$ cat src/rtl/bve_pkg.sv
`default_nettype none

package bve_pkg;

    localparam int CAPACITY = 256;
    localparam int IDX_W    = $clog2(CAPACITY);
    localparam int LEN_W    = $clog2(CAPACITY + 1);
    localparam int POS_W    = 10;
    localparam int FUNC_W   = 4;
    localparam int WORD_W   = 32;
    localparam int STAT_W   = 2;
    localparam int GRP_W    = 4;
    localparam int GRP_N    = 1 << GRP_W;
    localparam int NGRP     = CAPACITY / GRP_N;
    localparam int CMP_W    = (POS_W > LEN_W) ? POS_W : LEN_W;

    typedef logic signed [WORD_W-1:0] word_t;

    typedef enum logic [FUNC_W-1:0] {
        F_PUSH   = 4'd0,
        F_POP    = 4'd1,
        F_INSERT = 4'd2,
        F_ERASE  = 4'd3,
        F_READ   = 4'd4,
        F_WRITE  = 4'd5,
        F_FRONT  = 4'd6,
        F_BACK   = 4'd7,
        F_CLEAR  = 4'd8,
        F_RESIZE = 4'd9,
        F_ASSIGN = 4'd10
    } func_t;

    typedef enum logic [STAT_W-1:0] {
        ST_OK    = 2'd0,
        ST_EMPTY = 2'd1,
        ST_FULL  = 2'd2
    } status_t;

    typedef enum logic [2:0] {
        C_HOLD,
        C_WRITE,
        C_INS,
        C_DEL,
        C_FILL
    } cell_op_t;

    typedef struct packed {
        cell_op_t           kind;
        logic [LEN_W-1:0]   lo;
        logic [LEN_W-1:0]   hi;
        word_t              value;
    } cell_ctl_t;

    typedef enum logic [1:0] {
        S_IDLE,
        S_GATHER,
        S_PICK,
        S_DONE
    } state_t;

endpackage

`default_nettype wire

$ cat src/rtl/bve_sel.sv
`default_nettype none

module bve_sel (
    input  wire logic                      clk,
    input  wire bve_pkg::word_t            words [bve_pkg::GRP_N],
    input  wire logic [bve_pkg::GRP_W-1:0] sel,
    output bve_pkg::word_t                 q
);
    import bve_pkg::*;

    word_t q_reg;
    word_t q_next;

    assign q_next = words[sel];

    always_ff @(posedge clk)
    begin
        q_reg <= q_next;
    end

    assign q = q_reg;

endmodule

`default_nettype wire

$ cat config.mk
export PLATFORM = sky130hd
export DESIGN_NAME = bve_sel
export DESIGN_NICKNAME = d
export VERILOG_FILES = /design/src/rtl/bve_pkg.sv /design/src/rtl/bve_sel.sv
export SDC_FILE = /design/constraint.sdc
export NUM_CORES = 1
export LEC_CHECK = 0
export BUFFER_PORTS_ARGS = -buffer_cell sky130_fd_sc_hd__buf_2
export CAP_MARGIN = 40
export CORE_AREA = 4 4 213 215
export DETAILED_ROUTE_END_ITERATION = 10
export DIE_AREA = 0 0 217 219
export SYNTH_ARGS = -nofsm -noshare
export SYNTH_HDL_FRONTEND = slang
export SYNTH_SLANG_ARGS = --single-unit
$ cat constraint.sdc
create_clock -name clk -period 2.2 [get_ports clk]
set_input_delay 0.66 -clock clk [delete_from_list [all_inputs] [get_ports clk]]
set_output_delay 0.66 -clock clk [all_outputs]
set_load 0.02 [all_outputs]
# Yosys cells after proc, flatten, opt, wreduce, memory -nomap -nowiden
# Cells that the tools add are included.
# word_totals
ff_bits	32
word_cells	6
# classes
order_cmp	1
muxes	3
bitwise	1
# ops
operator	n
binary-select mux 32 bit (select 4 bit)	1
2-to-1 mux 32 bit	2
>= comparator 5 bit (second input constant)	1
inverter 4 -> 5 bit	1

# Logic depth before layout (Yosys ltp)
# Gate-level depths: netlist of run 1.
# logic_depth
depth_word	4
depth_mapped	5

# Worst setup path before layout of run 1
# OpenSTA, ideal clock, no wires.
# synth_timing
path_kind	input port to flip-flop
startpoint	input port sel[0] (netlist bit)
endpoint	register q_reg[17], in the netlist q[17]
setup_time_ns	0.120
arrival_ns	1.812
required_ns	2.080
path_slack_ns	0.268
path_stages	5
n_path_buf	2
cell_sequence	buf_2 -> buf_4 -> mux4_2 -> a22oi_1 -> nand2_1
# synth_via
elab_chain_len	4
# synth_lines
item	line_no	source
from (decl)	bve_sel.sv:6	input wire logic [bve_pkg::GRP_W-1:0] sel,
inverter 4 -> 5 bit (implied by the code)	bve_sel.sv:14	assign q_next = words[sel];
binary-select mux 32 bit (select 4 bit)	bve_sel.sv:14	
2-to-1 mux 32 bit (implied by the code) (2 in a row)	bve_sel.sv:14	
named net q_next[17]	bve_sel.sv:12	word_t q_next;
to (signal assigned)	bve_sel.sv:18	q_reg <= q_next;
to (decl)	bve_sel.sv:11	word_t q_reg;
# The timed path passes the listed nets, and every way through them passes these cells. The select of a mux whose other input is x is not followed.

# Worst setup path after layout of run 1
# layout_timing
startpoint	input port sel[0] (netlist bit)
endpoint	register q_reg[4], in the netlist q[4]
# Same word-level chain as after synthesis.

==> results of run 1 <==
## kinds of logic (layout without fill, tap and decap cells)
kind of cell	Yosys count	after routing	synth area share
mux	128	128	0.660
buf+inv	43	596	0.0510
compound gates	64	64	0.110
simple gates	36	36	0.0326
flops	32	32	0.147
other cells	0	8	0
## area by class of cell
cell class,count,share of cell area
tap,592,0.0898
multi-input combinational,228,0.428
antenna,8,0.00243
sequential,32,0.0777
clock buffer,5,0.0152
timing repair buffer,591,0.387
## critical path, cell delays in order
cell,delay (ns)
clkbuf_8,0.19
buf_12,0.21
buf_4,0.17
mux4_2,0.51
a22oi_1,0.31
nand2_1,0.09
## worst paths after layout
| check | from | end | slack, ns |
|---|---|---|---|
| worst max-delay path | sel[0] | q[4] | 0.20 |
| worst min-delay path | words[87] | q[23] | 0.77 |
## power breakdown
part,internal (W),switching (W),total [W]
registers,0.000664,0.0000256,0.000689
logic,0.000885,0.000690,0.00157
clock network,0.000403,0.000342,0.000745
total,0.00195,0.00106,0.00301
## routing by layer
layer	global-route usage	up-vias	routed length, um
met2	0.199	389	15400
met1	0.148	2959	12200
met5	0	-	43
met4	0.0473	6	634
li1	-	2501	-
met3	0.0440	34	3010
## cell usage after synthesis
cell	count	area, sq um
and2_1	1	6.26
nand2_1	32	120
buf_6	2	22.5
clkbuf_1	17	63.8
dfxtp_1	32	641
buf_2	4	20.0
a22oi_1	64	480
buf_1	9	33.8
nor2b_1	2	12.5
nor2_1	1	3.75
mux4_2	128	2880
buf_4	11	82.6
## metrics by stage
stage	hold WS [ns]	power, W	util
final	0.774	0.00301	0.189
after global routing	0.755	0.00319	0.189
after CTS	0.733	0.00310	0.188
after detailed placement	1.08	0.00229	0.185
after global placement	1.08	0.00226	0.185
after floorplan	0.981	0.00146	-
==> impl_metrics.toml, run 1 <==
[outcome]
status = "completed"

[synthesis]
ys_types = 12
yosysSeqAreaShare = 0.147
syn_inst = 303
syn_avg_cell_area_sq_um = 14.4
yosysWarnings = 0
synth_area_sq_um = 4370
synth_seq_cells = 32
syn-num-nets = 820

[finish]
syn_to_final_growth_pct = 88.8
final_common_cell = "buf_2"
multi_input_area_sq_um = 3530
largest_reg_flops = 32
seq_area_sq_um = 641
finalNonFillerCells = 1456
layout-drive-gt1-share = 0.850
layout_common_cells = "buf_2, mux4_2, a22oi_1, buf_4"
fin_nets = 1375
nFillCells = 4845
final_area_sq_um = 8250

[pwr]
leakagePower_nw = 3.84
power.density_nw_per_um2 = 365
ir_worst_vdd_mv = 0.199

[placement]
dpl_cell_area_sq_um = 8100
place_ws_ns = -0.207
dpl.hpwl_mm = 26.9
dp.cells = 1443
gp_congestion = 0.946
portBuffers = 548

[routing]
first_iter_violations = 357
via_per_inst = 4.04
ant_nets = 0
vias = 5889
wl_mm = 31.3
drc = 0
dr.pass1.iters = 4
wl_per_cell_um = 21.5

[floorplan]
die_w_um = 217
initial_core_util = 0.0999
chipHeight_um = 219
io_pins = 549
dieArea_sq_um = 47500
rows = 77
core_sq_um = 43700

[grt]
grt_max_degree = 55
grt_first_pass_wirelength_mm = 41.7
antenna_found_initial = 11
grt_pass1_vias = 6133
grt_usage = 0.122
grt_overflow = 0

[critical_path]
setup.worst_path.class = "in2reg"
critPathRequiredTime_ns = 2.39
setup.worst_path.start_class = "input port"
crit_fanout = 22
crit_arrival_ns = 2.20
end_kind = "flop"

[timing]
post-route-period-util = 0.911
fin_crit_ns = 2.00
finalSetupViolations = 0
rsz0062_at_grt = "false"
tightest_slew_ns = 0.759
max_freq_mhz = 499
fin_setup_tns_ns = 0
setup_ws_ns = 0.195
hold_violations = 0
max_slew_margin = 0.493
final_max_slew_viol_count = 0

[clock_tree]
cts_setup_buffers = 0
clock_path_buffers = 2
numCtsBuffers = 5
path_clk_slew_ns = 0.07
root_buffer = "clkbuf_16"
cts_sinks = 32
tritoncts = "done"
htreeDepth = 2
cts-resized-gates = 0
cts-hold-fix-buffers = 0

[min_path]
hold_path_class = "in2reg"
holdPathStages = 4

[flow_run]
cap_violations = 0
No activity file was read; power rests on OpenSTA's default activity.
==> run 2, diff against run 1 <==
CORE_AREA = 2 2 211 213   (was 4 4 213 215)
DIE_AREA = 0 0 213 215   (was 0 0 217 219)
==> impl_metrics.toml, run 2 (synthesis results as in run 1) <==
[placement]
portBuffers = 548
gp_congestion = 1.00
dpl_cell_area_sq_um = 8130
dpl.hpwl_mm = 26.4
dp.cells = 1442

[clock_tree]
htreeDepth = 2
cts-hold-fix-buffers = 0
root_buffer = "clkbuf_16"
cts_setup_buffers = 0
cts_sinks = 32
tritoncts = "done"
clock_path_buffers = 2
cts-resized-gates = 0
path_clk_slew_ns = 0.07
numCtsBuffers = 5

[critical_path]
critPathRequiredTime_ns = 2.40
crit_fanout = 20
crit_arrival_ns = 2.09
max_stage_delay_ns = 0.49
end_kind = "flop"
setup.worst_path.class = "in2reg"
cp_cell_sequence = "clkbuf_8 -> buf_12 -> buf_4 -> mux4_2 -> a22oi_1 -> nand2_1"
setup.worst_path.start_class = "input port"
slowest_stage = "mux4_2"

[floorplan]
die_w_um = 213
core_sq_um = 43600
dieArea_sq_um = 45800
io_pins = 549
chipHeight_um = 215
initial_core_util = 0.100
rows = 77

[min_path]
holdPathStages = 4
hold_path_class = "in2reg"
hold-path-endpoint = "q[2]"
min_from = "words[2]"

[routing]
first_iter_violations = 393
wl_mm = 30.4
ant_nets = 0
drc = 0
dr.pass1.iters = 5
via_per_inst = 4.06
wl_per_cell_um = 20.9
vias = 5892

[finish]
layout_common_cells = "buf_2, mux4_2, a22oi_1, nand2_1, dfxtp_1"
layout-drive-gt1-share = 0.848
largest_reg_flops = 32
final_area_sq_um = 8280
seq_area_sq_um = 641
nFillCells = 4859
finalNonFillerCells = 1453
final_common_cell = "buf_2"
fin_nets = 1374
syn_to_final_growth_pct = 89.6
multi_input_area_sq_um = 3530

[timing]
max_freq_mhz = 528
final_max_slew_viol_count = 0
max_slew_margin = 0.781
post-route-period-util = 0.860
finalSetupViolations = 0
rsz0062_at_grt = "false"
tightest_slew_ns = 0.329
fin_crit_ns = 1.89
hold_violations = 0

[grt]
grt_pass1_vias = 6279
grt_first_pass_wirelength_mm = 41.0
grt_overflow = 0
grt_max_degree = 43
antenna_found_initial = 8
grt_usage = 0.127

[outcome]
status = "completed"

[pwr]
ir_worst_vdd_mv = 0.184
power.density_nw_per_um2 = 371
leakagePower_nw = 3.85

[flow_run]
cap_violations = 0
## run 2: cell types whose count changed in the layout (fill, tap and decap cells not counted)
| cell | before | now |
|---|---|---|
| diode_2 | 8 | 3 |
| buf_12 | 9 | 12 |
| buf_4 | 34 | 31 |
| clkbuf_1 | 0 | 2 |
| buf_6 | 1 | 0 |
| clkbuf_8 | 1 | 2 |
## run 2: cell type report
class | instances | area share
diodes | 3 | 0.000906
well taps | 592 | 0.0894
clock buffers | 8 | 0.0177
repair buffers | 590 | 0.389
multi-input cells | 228 | 0.426
flip-flops and latches | 32 | 0.0773
## run 2: per-layer routing
| layer | wire (um) | up-vias | part of all wire | GRT usage |
|---|---|---|---|---|
| met5 | 78 | - | 0.0026 | 0 |
| met4 | 971 | 12 | 0.032 | 0.0485 |
| met3 | 2610 | 46 | 0.086 | 0.0376 |
| met2 | 15200 | 359 | 0.50 | 0.222 |
| met1 | 11500 | 2983 | 0.38 | 0.143 |
| li1 | - | 2492 | - | - |
## run 2: worst max-delay path: cells and delay by family
kind	cells	cell delay (ns)
AND/OR/NAND/NOR	1	0.09
multiplexers	1	0.49
buffers and inverters	3	0.50
AO/OA/AOI/OAI	1	0.33
## run 2: how the worst max path moves through the flow
| stage | startpoint | to | slack (ns) | cells past startpoint |
|---|---|---|---|---|
| 2_1_floorplan | sel[0] | q[17] | 0.27 | 5 |
| 3_5_place_dp | sel[0] | q[6] | -0.08 | 6 |
| 5_1_grt | sel[0] | q[6] | 0.20 | 6 |
| 6_report | sel[0] | q[6] | 0.31 | 6 |
| 3_3_place_gp | sel[0] | q[6] | -0.04 | 6 |
| 4_1_cts | sel[0] | q[6] | 0.27 | 6 |
## run 2: where the power goes
part	switching (W)	internal, W	leakage (nW)
combinational	0.000680	0.000890	3.51
sequential	0.0000267	0.000663	0.270
clock	0.000363	0.000455	0.0712
total	0.00107	0.00201	3.85
## run 2: per-stage QoR
step	util	total power (W)	setup WS, ns	TNS, ns	hold slack, ns
floorplan	-	0.00146	0.268	0	0.981
global placement	0.186	0.00226	-0.0439	-0.0439	1.08
detailed placement	0.186	0.00228	-0.0784	-0.105	1.08
CTS	0.190	0.00316	0.270	0	0.734
global route	0.190	0.00326	0.197	0	0.759
finish	0.190	0.00308	0.308	0	0.771
