`config.mk`:
```
export PLATFORM = sky130hd
export DESIGN_NAME = bve_cell
export DESIGN_NICKNAME = d
export VERILOG_FILES = /design/src/rtl/bve_pkg.sv /design/src/rtl/bve_cell.sv
export SDC_FILE = /design/constraint.sdc
export NUM_CORES = 1
export LEC_CHECK = 0
export BUFFER_PORTS_ARGS = -buffer_cell sky130_fd_sc_hd__clkbuf_2
export CAP_MARGIN = 25
export CORE_ASPECT_RATIO = 1.4
export CORE_MARGIN = 2
export CORE_UTILIZATION = 30
export CTS_CLUSTER_SIZE = 30
export DETAILED_ROUTE_END_ITERATION = 10
export REMOVE_ABC_BUFFERS = 1
export SYNTH_ARGS = -nofsm -noshare
export SYNTH_HDL_FRONTEND = slang
export SYNTH_SLANG_ARGS = --single-unit
```
`constraint.sdc`:
```
create_clock -name clk -period 3.05 [get_ports clk]
set_input_delay 0.305 -clock clk [delete_from_list [all_inputs] [get_ports clk]]
set_output_delay 0.305 -clock clk [all_outputs]
set_load 0.005 [all_outputs]
```
`src/rtl/bve_pkg.sv`:
```
`default_nettype none

package bve_pkg;

    localparam int CAPACITY = 256;
    localparam int IDX_W    = $clog2(CAPACITY);
    localparam int LEN_W    = $clog2(CAPACITY + 1);
    localparam int POS_W    = 10;
    localparam int FUNC_W   = 4;
    localparam int WORD_W   = 32;
    localparam int STAT_W   = 2;
    localparam int GRP_W    = 4;
    localparam int GRP_N    = 1 << GRP_W;
    localparam int NGRP     = CAPACITY / GRP_N;
    localparam int CMP_W    = (POS_W > LEN_W) ? POS_W : LEN_W;

    typedef logic signed [WORD_W-1:0] word_t;

    typedef enum logic [FUNC_W-1:0] {
        F_PUSH   = 4'd0,
        F_POP    = 4'd1,
        F_INSERT = 4'd2,
        F_ERASE  = 4'd3,
        F_READ   = 4'd4,
        F_WRITE  = 4'd5,
        F_FRONT  = 4'd6,
        F_BACK   = 4'd7,
        F_CLEAR  = 4'd8,
        F_RESIZE = 4'd9,
        F_ASSIGN = 4'd10
    } func_t;

    typedef enum logic [STAT_W-1:0] {
        ST_OK    = 2'd0,
        ST_EMPTY = 2'd1,
        ST_FULL  = 2'd2
    } status_t;

    typedef enum logic [2:0] {
        C_HOLD,
        C_WRITE,
        C_INS,
        C_DEL,
        C_FILL
    } cell_op_t;

    typedef struct packed {
        cell_op_t           kind;
        logic [LEN_W-1:0]   lo;
        logic [LEN_W-1:0]   hi;
        word_t              value;
    } cell_ctl_t;

    typedef enum logic [1:0] {
        S_IDLE,
        S_GATHER,
        S_PICK,
        S_DONE
    } state_t;

endpackage

`default_nettype wire

```
`src/rtl/bve_cell.sv`:
```
`default_nettype none

module bve_cell (
    input  wire logic                    clk,
    input  wire logic [bve_pkg::LEN_W-1:0] cell_idx,
    input  wire bve_pkg::cell_ctl_t      ctl,
    input  wire bve_pkg::word_t          left,
    input  wire bve_pkg::word_t          right,
    output bve_pkg::word_t               q
);
    import bve_pkg::*;

    word_t entry_reg;
    word_t entry_next;

    always_comb
    begin
        entry_next = entry_reg;
        case (ctl.kind)
            C_WRITE:
            begin
                if (cell_idx == ctl.lo)
                begin
                    entry_next = ctl.value;
                end
            end
            C_INS:
            begin
                if (cell_idx == ctl.lo)
                begin
                    entry_next = ctl.value;
                end
                else if (cell_idx > ctl.lo && cell_idx <= ctl.hi)
                begin
                    entry_next = left;
                end
            end
            C_DEL:
            begin
                if (cell_idx >= ctl.lo && cell_idx < ctl.hi)
                begin
                    entry_next = right;
                end
            end
            C_FILL:
            begin
                if (cell_idx < ctl.hi)
                begin
                    entry_next = ctl.value;
                end
            end
            default:
            begin
                entry_next = entry_reg;
            end
        endcase
    end

    always_ff @(posedge clk)
    begin
        entry_reg <= entry_next;
    end

    assign q = entry_reg;

endmodule

`default_nettype wire

```
Word-level counts from Yosys, hierarchy flattened --
Cells that the tools add are included.
Word-level totals: logic and storage cells 24, bits of input ports 127, output and inout port bits 32, bits in registers 32
Operators by class: reduce and logical (&&, ||, !) cells 4, muxes and demuxes 6, order comparisons 4, eq/ne operators 9
Operators with widths (number):
- two-way mux 32 bit | 5
- one-hot mux 32 bit (4 select lines) | 1
- equality test 9 bit | 1
- greater-or-equal comparator 9 bit | 1
- greater-than comparator 9 bit | 1
- less-or-equal comparator 9 bit | 1
- less-than comparator 9 bit | 1
- equality test 3 x 2 -> 1 bit (second input constant) | 2
- != test 2 bit (second input constant) | 3
- AND reduction 5 bit | 1
- nonzero test 4 bit | 1
- equality test 3 x 1 -> 1 bit (second input constant) | 1
- equality test 3 bit (second input constant) | 1
- != test 3 bit (second input constant) | 1
- logical AND 1 bit | 2

Longest topological paths before layout --
Gate-level depths: netlist of run 1.
depth in word-level cells 5, gate-level depth with buffers 8

Least setup slack after synthesis of run 1 --
Ideal clock, no wire load.
kind input -> register, start point input port ctl[48] (netlist bit), end point register entry_reg[0] (netlist: q[0]) (enable), setup time 431 ps, path slack -254 ps, data required time 2619 ps, arrival 2873 ps, stages on the path 7, buffers on the path 0, path through inv_1 ha_1 nand4_2 nor3_4 o21ai_0 nor2b_1 o211ai_1
On the way: word-level cells in the longest chain between the ends 4, elaborated cells on any way between the ends 9, classes of those cells 2 x order compare; 4 x eq/ne; 3 x reduce/logical
RTL lines:
- start, declared | RTL line bve_cell.sv:6 | input wire bve_pkg::cell_ctl_t ctl,
- greater-than comparator 9 bit or greater-or-equal comparator 9 bit (tied branches) | RTL line bve_cell.sv:33, bve_cell.sv:40
- logical AND 1 bit (on tied branches) | RTL line bve_cell.sv:33, bve_cell.sv:40
- != test 3 bit (no source line) or != test 2 bit (tied branches)
- AND reduction 5 bit (no source line) (*)
- end signal, assigned | RTL line bve_cell.sv:61 | entry_reg <= entry_next;
- end, declared | RTL line bve_cell.sv:13 | word_t entry_reg;
Every way passes the cells marked *; elsewhere a longest branch is shown, timed or not. A chain may end at the register's enable or synchronous reset.

Worst setup path after layout of run 1 --
start point input port cell_idx[7] (netlist bit), end point register entry_reg[15] (netlist: q[15]), data pin
On the way: word-level cells in the longest chain between the ends 3
RTL lines:
- start, declared | RTL line bve_cell.sv:5 | input wire logic [bve_pkg::LEN_W-1:0] cell_idx,
- equality test 9 bit | RTL line bve_cell.sv:29 | if (cell_idx == ctl.lo)
- two-way mux 32 bit | RTL line bve_cell.sv:29
- one-hot mux 32 bit (4 select lines) | RTL line bve_cell.sv:19 | case (ctl.kind)
- via entry_next[15] | RTL line bve_cell.sv:14 | word_t entry_next;
The timed path passes the listed nets, and every way through them passes these cells.

==> impl_metrics.ini, run 1 <==
[timing]
fmax_mhz = 471
period_needed_ps = 2120
hold_violations = 0
tightest_slew_ps = 754
fin_setup_tns_ps = 0
slew_headroom_pct = 49.7
worst_hold_slack_ps = 332
slew_viol_final = 0
rsz0062_at_grt = no
setup_viol = 0
fin_crit_sh_pct = 69.6

[power_and_ir_drop]
leakage_nw = 1.48
ir_worst_vdd_mv = 0.148
p_per_area_nw_per_um2 = 356
total_power_w = 0.00113

[place]
gp_congestion = 0.829
post-dp-hpwl_um = 5380
port_buffers = 158

[min_path]
hold_depth = 3
hold_class = in -> reg

[clock_tree]
hold_buffers = 0
root_buffer = clkbuf_8
clkTransAtPathRegs_ps = 60
cts.repair.resized = 0
cts_buffers = 5
cts_tree = yes
post-cts-setup-buffer-count = 0
cts.sinks = 32
htree_levels = 2
ctsLongestPathBuffers = 2

[synth]
synthCells = 221
synth_area_per_cell_um2 = 9.95
ys_seq_area_share_pct = 43.7
yosysUniqueCellTypes = 23
synth_warnings = 0
syn_area_um2 = 2200
synth_seq_cells = 32

[worst_setup_path]
crit_arrival_ps = 2130
required_ps = 3060
startpoint_type = primary input
crit_fanout = 24
endpoint_kind = flip-flop
critical_path_class = in -> reg

[layout]
seq_area_um2 = 961
final_util_pct = 45.1
largest_reg_flops = 32
layout_common_cells = clkbuf_2 (158), a22oi_1 (64), edfxtp_1 (32)
syn_to_final_growth_pct = 44.3
drive_gt1_share_pct = 46.2
diodes = 0
layout_commonest_cell = clkbuf_2
num-fill-cells = 724
final_nets = 522
multiInputGateArea_um2 = 1090

[routing]
totalWireLength_um = 6900
vias = 2359
viasPerCell = 5.00
wire_per_inst_um = 14.6
drc_errors = 0
drtAntennaViolNets = 0
dr.pass1.iters = 10
drt-initial-drc-count = 128

[die]
die-height_um = 105
start_util_pct = 31.3
ios = 159
rows = 36
die_w_um = 76.3
dieArea_um2 = 8040
core-area_um2 = 7030

[global_route]
grt_pass1_wl_um = 11200
grt_usage_pct = 17.5
antenna_found_initial = 0
grt_max_degree = 35
first_global_vias = 2493
grt_overflow = 0

[run]
drv_cap = 0

[status]
status = completed
==> stage by stage <==
stage               cell area, µm²  worst slack [ps]  instances
finish                        3170               929        472
detailed placement            3100               597        465
global route                  3170               726        472
floorplan                     2130              -805        205
CTS                           3170               893        472
global placement              3100               623        465
==> synth_stat cells (all sizes together) <==
master	n	area, µm²
o21ai	36	180
nand2b	2	12.5
ha	18	225
nand2	3	11.3
a22oi	64	480
a211oi	4	30.0
o21bai	1	7.51
buf	6	30.0
nor3	3	26.3
nor2	6	25.0
nor2b	1	6.26
clkbuf	10	37.5
a21oi	5	25.0
nand4	4	31.3
o211ai	1	7.51
inv	21	78.8
edfxtp	32	961
a21o	1	7.51
nand3	3	15.0
==> worst max-delay path, stage by stage <==
cell      delay [ps]
clkbuf_2         100
ha_1             300
nand4_2          170
nor3_4           220
buf_4            300
nor2_2           160
buf_4            290
a22oi_1          160
o21ai_1           90
==> path summary, 6_finish.rpt <==
check / slack [ps] / to / from
setup / recovery: 930 / q[15] / cell_idx[7]
hold / removal: 330 / q[8] / right[8]
==> per-layer routing <==
layer | share of wire, % | track usage [%]
met1 | 38 | 18.1
met4 | 1.9 | 5.84
met2 | 51 | 31.9
met3 | 9.5 | 7.02
met5 | 0 | 0
==> cells by family (layout without fill, tap and decap cells) <==
group           after synthesis  count (layout)  share of synthesized area, %
compound gates              112             112                          33.6
fa+ha+maj                    18              18                          10.2
buf+inv                      37             193                          6.66
flops                        32              32                          43.7
simple gates                 22              22                          5.81
==> layout make-up <==
class	instances	share of cell area [%]
timing repair buffer	165	26.6
inverter	21	2.49
clock inverter	2	0.237
clock buffer	5	2.17
sequential	32	30.3
tap	95	3.75
multi-input combinational	152	34.5
==> power by group <==
group          switching (W)  internal [W]
Combinational       0.000147      0.000143
Clock               0.000141      0.000150
Sequential         0.0000105      0.000535
Note: power is estimated with default switching activity, not from simulation.
==> run 2: changes to the inputs <==
--- a/config.mk
+++ b/config.mk
@@ -5,6 +5,7 @@
 export SDC_FILE = /design/constraint.sdc
 export NUM_CORES = 1
 export LEC_CHECK = 0
+export ABC_AREA = 1
 export BUFFER_PORTS_ARGS = -buffer_cell sky130_fd_sc_hd__clkbuf_2
 export CAP_MARGIN = 25
 export CORE_ASPECT_RATIO = 1.4
==> constraint.sdc (replaced) <==
create_clock -name clk -period 1.7 [get_ports clk]
set_input_delay 0.17 -clock clk [delete_from_list [all_inputs] [get_ports clk]]
set_output_delay 0.17 -clock clk [all_outputs]
set_load 0.005 [all_outputs]
==> run 2 against run 1 <==
Effect of this change: hold slack lost 140 ps; largest cell class unchanged; wire length grew 16%; combinational power grew to 2.5 times the previous value; setup slack lost 890 ps; largest power group unchanged.
==> impl_metrics.ini, run 2 <==
[status]
status = completed

[power_and_ir_drop]
p_comb_share_pct = 26.9
internal_power_w = 0.00204
power.switching_w = 0.000687
p_per_area_nw_per_um2 = 688
p_clk_share_pct = 35.9
ir_worst_vdd_mv = 0.373
leakage_nw = 1.88
seq_power_share_pct = 37.2
swShare_pct = 25.2

[synth]
synth_warnings = 0
synth_area_leader_cell = edfxtp_1
synth_common_cells = nand2_1 (97), nor2_1 (43), edfxtp_1 (32), inv_1 (30)
synth_flop_cell = edfxtp_1
synth_area_leaders = edfxtp_1 (39%), nand2_1 (15%), ha_1 (9.1%), o211ai_1 (8.5%), nor2_1 (6.5%)
yosysUniqueCellTypes = 23
synth.top_cell.area_share_pct = 38.7
yosysMostFrequentCell = nand2_1
synth_area_per_cell_um2 = 7.71
synthCells = 322
syn_area_um2 = 2480
synth_seq_cells = 32
synth_edf_count = 32
ys_seq_area_share_pct = 38.7
ys_async_sr_fraction_pct = 0

[die]
ios = 159
rows = 39
die-height_um = 112
dieArea_um2 = 9030
start_util_pct = 30.6
core-area_um2 = 8100
die_w_um = 80.9

[worst_setup_path]
startpoint_type = primary input
crit_fanout = 8
required_ps = 1690
cp_cell_sequence = buf_8, ha_4, nand2_4, nor2_4, nand3_4, nor2_1, nor2_1, a21oi_2, nand2_2, nor2_4, clkbuf_16
critPathBufInv = 2
crit_arrival_ps = 1650
endpoint_kind = flip-flop
cpMaxStageDelayCell = ha_4
max_stage_delay_ps = 270
critical_path_class = in -> reg
cp-startpoint = cell_idx[8]
critPathTopFamily = simple AND/OR/NAND/NOR gates
worstSetupEndpoint = q[31]
cp_num_cells = 11

[routing]
wire_per_inst_um = 13.6
dr.pass1.iters = 4
viasPerCell = 4.86
vias = 2861
drc_errors = 0
drtAntennaViolNets = 0
drt-initial-drc-count = 75
totalWireLength_um = 7990

[clock_tree]
cts.sinks = 32
htree_levels = 2
cts_tree = yes
clkTransAtPathRegs_ps = 50
ctsLongestPathBuffers = 2
root_buffer = clkbuf_16
hold_buffers = 0
cts_buffers = 5

[place]
gp_congestion = 0.844
port_buffers = 158
post-dp-hpwl_um = 6090

[timing]
tightest_slew_ps = 304
period_needed_ps = 1660
rsz0062_at_grt = yes
slew_viol_final = 0
hold_violations = 0
setup_viol = 0
fmax_mhz = 603
slew_headroom_pct = 79.7
fin_crit_sh_pct = 97.6
worst_hold_slack_ps = 187

[layout]
syn_to_final_growth_pct = 59.7
final_util_pct = 48.9
diodes = 0
largest_reg_flops = 32
final_nets = 631
layout_commonest_cell = clkbuf_2
num-fill-cells = 818
drive_gt1_share_pct = 48.0
layout_common_cells = clkbuf_2 (148), nand2_1 (90), nor2_1 (39)

[global_route]
grt_usage_pct = 16.8
antenna_found_initial = 0
grt_max_degree = 33
grt_overflow = 0
first_global_vias = 2808
grt_pass1_wl_um = 12000

[min_path]
hold_class = in -> reg

[run]
drv_cap = 0
-- run 2: through the flow --
stage / total power, W / std cells / setup slack [ps] / setup TNS, ps / instance area (µm²)
floorplan: 0.00129 / 307 / -1310 / -41970 / 2390
detailed placement: 0.00164 / 580 / -233 / -13730 / 3460
finish: 0.00273 / 589 / 40.6 / 0 / 3960
CTS: 0.00263 / 588 / 38.5 / 0 / 3620
global placement: 0.00163 / 580 / -242 / -12970 / 3460
global route: 0.00287 / 589 / -1.58 / -7.20 / 3960
-- run 2: logic make-up after synthesis --
| kind of cell | after synthesis | synth area share [%] |
|---|---|---|
| flops | 32 | 38.7 |
| compound gates | 72 | 18.8 |
| fa+ha+maj | 18 | 9.07 |
| buf+inv | 48 | 8.57 |
| simple gates | 152 | 24.9 |
-- run 2: layout make-up --
class                           count  area, µm²  share of cell area (%)
Sequential cell                    32        961                    24.2
Clock buffer                        5        125                    3.16
Multi-Input combinational cell    242       1560                    39.5
Timing Repair Buffer              172       1020                    25.7
Clock inverter                      3       37.5                   0.947
Inverter                           33        130                    3.28
Tap cell                          102        128                    3.22
-- run 2: per-layer routing --
metal  vias to the layer above  routed length (µm)  GRT usage [%]
met5                         -                   0              0
met4                         0                 226           7.91
met3                        16                 718           3.97
met2                       132                4060           30.1
met1                      1300                2980           18.1
li1                       1413                   -              -
-- run 2: what timing repair did --
| item | CTS | global route |
|---|---|---|
| setup buffers | 0 | 1 |
| setup endpoints to repair | 0 | 63 |
| endpoints found under the hold margin | 0 | 0 |
| gates resized for setup | 0 | 73 |
-- run 2: how the worst min path moves through the flow --
stage / from / to / slack (ps) / cells after the start
floorplan: right[0] / q[0] / 370 / 2
CTS: right[4] / q[4] / 190 / 3
global route: right[3] / q[3] / 210 / 3
global placement: right[4] / q[4] / 460 / 3
finish: right[4] / q[4] / 190 / 3
detailed placement: right[4] / q[4] / 460 / 3
-- run 2: power by group through the flow --
stage / clock network, W / registers, W / logic (W)
6_report: 0.000978 / 0.00101 / 0.000734
5_1_grt: 0.00103 / 0.00102 / 0.000812
4_1_cts: 0.00100 / 0.00102 / 0.000615
3_5_place_dp: 0 / 0.00103 / 0.000612
3_3_place_gp: 0 / 0.00103 / 0.000602
2_1_floorplan: 0 / 0.00104 / 0.000250
-- run 2: tightest hold or removal path, delay by kind of cell --
family | cells | cell delay (ps)
buffers and inverters | 1 | 80
AND/OR/NAND/NOR | 1 | 50
AO/OA/AOI/OAI | 1 | 50
==> run 3: changes to the inputs <==
--- a/config.mk
+++ b/config.mk
@@ -8,7 +8,6 @@
 export ABC_AREA = 1
 export BUFFER_PORTS_ARGS = -buffer_cell sky130_fd_sc_hd__clkbuf_2
 export CAP_MARGIN = 25
-export CORE_ASPECT_RATIO = 1.4
 export CORE_MARGIN = 2
 export CORE_UTILIZATION = 30
 export CTS_CLUSTER_SIZE = 30
==> run 3 against run 2 <==
Effect of this change: sequential power about the same; critical path depth up 1; sequential share of layout area up 0.31 points; wire length up 2.7%; power down 15%; hold slack worse by 2.6 ps.
==> impl_metrics.ini, run 3 (synthesis gave the netlist of run 2 again) <==
[status]
status = completed

[global_route]
grt_busiest_layer = met2
grtUsageMet2_pct = 28.9
grt_pass1_wl_um = 11500
gr-usage-met1_pct = 19.5
first_global_vias = 2536
grt_usage_pct = 16.5
use_met3_pct = 5.51
grt_max_degree = 21
antenna_found_initial = 0
grt_overflow = 0

[routing]
drt-initial-drc-count = 88
dr.pass1.iters = 4
wire_per_inst_um = 13.8
drtAntennaViolNets = 0
totalWireLength_um = 8200
viasPerCell = 4.67
vias = 2782
drc_errors = 0

[layout]
layout_commonest_cell = clkbuf_2
drive_gt1_share_pct = 46.4
finalInstanceArea_um2 = 3910
diodes = 0
final_nets = 635
layout_common_cells = clkbuf_2 (151), nand2_1 (92), nor2_1 (39)
syn_to_final_growth_pct = 57.7
largest_reg_flops = 32

[timing]
fin_crit_sh_pct = 97.8
slew_viol_final = 0
slew_headroom_pct = 85.7
fmax_mhz = 602
fin_setup_tns_ps = 0
hold_violations = 0
tightest_slew_ps = 215
period_needed_ps = 1660
setup_viol = 0
worst_hold_slack_ps = 185

[die]
rows = 33
die_w_um = 95.0
ios = 159
dieArea_um2 = 9020
core-area_um2 = 8130
start_util_pct = 30.5
die-height_um = 95.0

[clock_tree]
cts_buffers = 5
htree_levels = 2
ctsLongestPathBuffers = 2
hold_buffers = 0
clkTransAtPathRegs_ps = 60
cts_tree = yes
root_buffer = clkbuf_8
cts.sinks = 32

[place]
post-dp-hpwl_um = 6160
port_buffers = 158
gp_congestion = 0.778
dpl_cell_area_um2 = 3470

[worst_setup_path]
cp_cell_sequence = buf_2, ha_4, nand2_2, nor2_4, nand3_4, nor2_1, nor2_1, a21oi_2, nand2_2, nor2_4, buf_12, clkbuf_16
cpMaxStageDelayCell = ha_4
startpoint_type = primary input
crit_fanout = 6
crit_arrival_ps = 1660
critPathBufInv = 3
required_ps = 1700
critPathTopFamily = simple AND/OR/NAND/NOR gates
cp_num_cells = 12
max_stage_delay_ps = 270
critical_path_class = in -> reg
endpoint_kind = flip-flop

[power_and_ir_drop]
p_per_area_nw_per_um2 = 590
ir_worst_vdd_mv = 0.304
leakage_nw = 1.85
total_power_w = 0.00231

[run]
drv_cap = 0

[min_path]
hold_depth = 3
hold_class = in -> reg
run 3: cell count changes in the layout (fill, tap and decap cells not counted), sizes merged:
| cell | before | now |
|---|---|---|
| clkbuf | 154 | 160 |
| clkinv | 3 | 2 |
| clkinvlp | 0 | 1 |
| buf | 23 | 22 |
| bufinv | 1 | 0 |
run 3: through the flow:
stage	worst slack, ps	util, %	cells
finish	37.8	48.1	596
global route	-41.0	48.1	596
CTS	44.8	43.7	591
detailed placement	-249	42.7	583
global placement	-216	42.7	583
floorplan	-1310	-	307
run 3: what timing repair did:
action                                  4_1_cts  5_1_grt
endpoints found under the hold margin         0        0
setup buffers                                 0        1
endpoints found under the setup margin        0       33
gates resized for setup                       0       45
run 3: worst paths after layout:
check / from / slack (ps) / end
max: cell_idx[6] / 40 / q[17]
min: right[4] / 180 / q[4]
run 3: layout make-up:
cell class              instances  area [µm²]
clock inverters                 2        11.3
multi-input cells             242        1540
well taps                     105         131
fillers                       807        4220
clock buffers                   6        72.6
repair buffers                176        1070
inverters                      33         125
flip-flops and latches         32         961
run 3: tightest hold or removal path, delay by kind of cell:
kind | cells | cell delay, ps
AND/OR/NAND/NOR | 1 | 50
AO/OA/AOI/OAI | 1 | 50
buffers and inverters | 1 | 80
run 3: power by group:
| group | leakage, nW | internal, W | switching, W |
|---|---|---|---|
| logic | 1.52 | 0.000383 | 0.000362 |
| registers | 0.297 | 0.000986 | 0.0000257 |
| clock network | 0.0388 | 0.000283 | 0.000268 |
| total | 1.85 | 0.00165 | 0.000656 |
run 3: routing by layer:
layer / wire length [µm] / vias up
met2: 3990 / 123
met4: 60 / 0
met1: 3300 / 1234
met3: 853 / 5
met5: 0 / -
li1: - / 1420
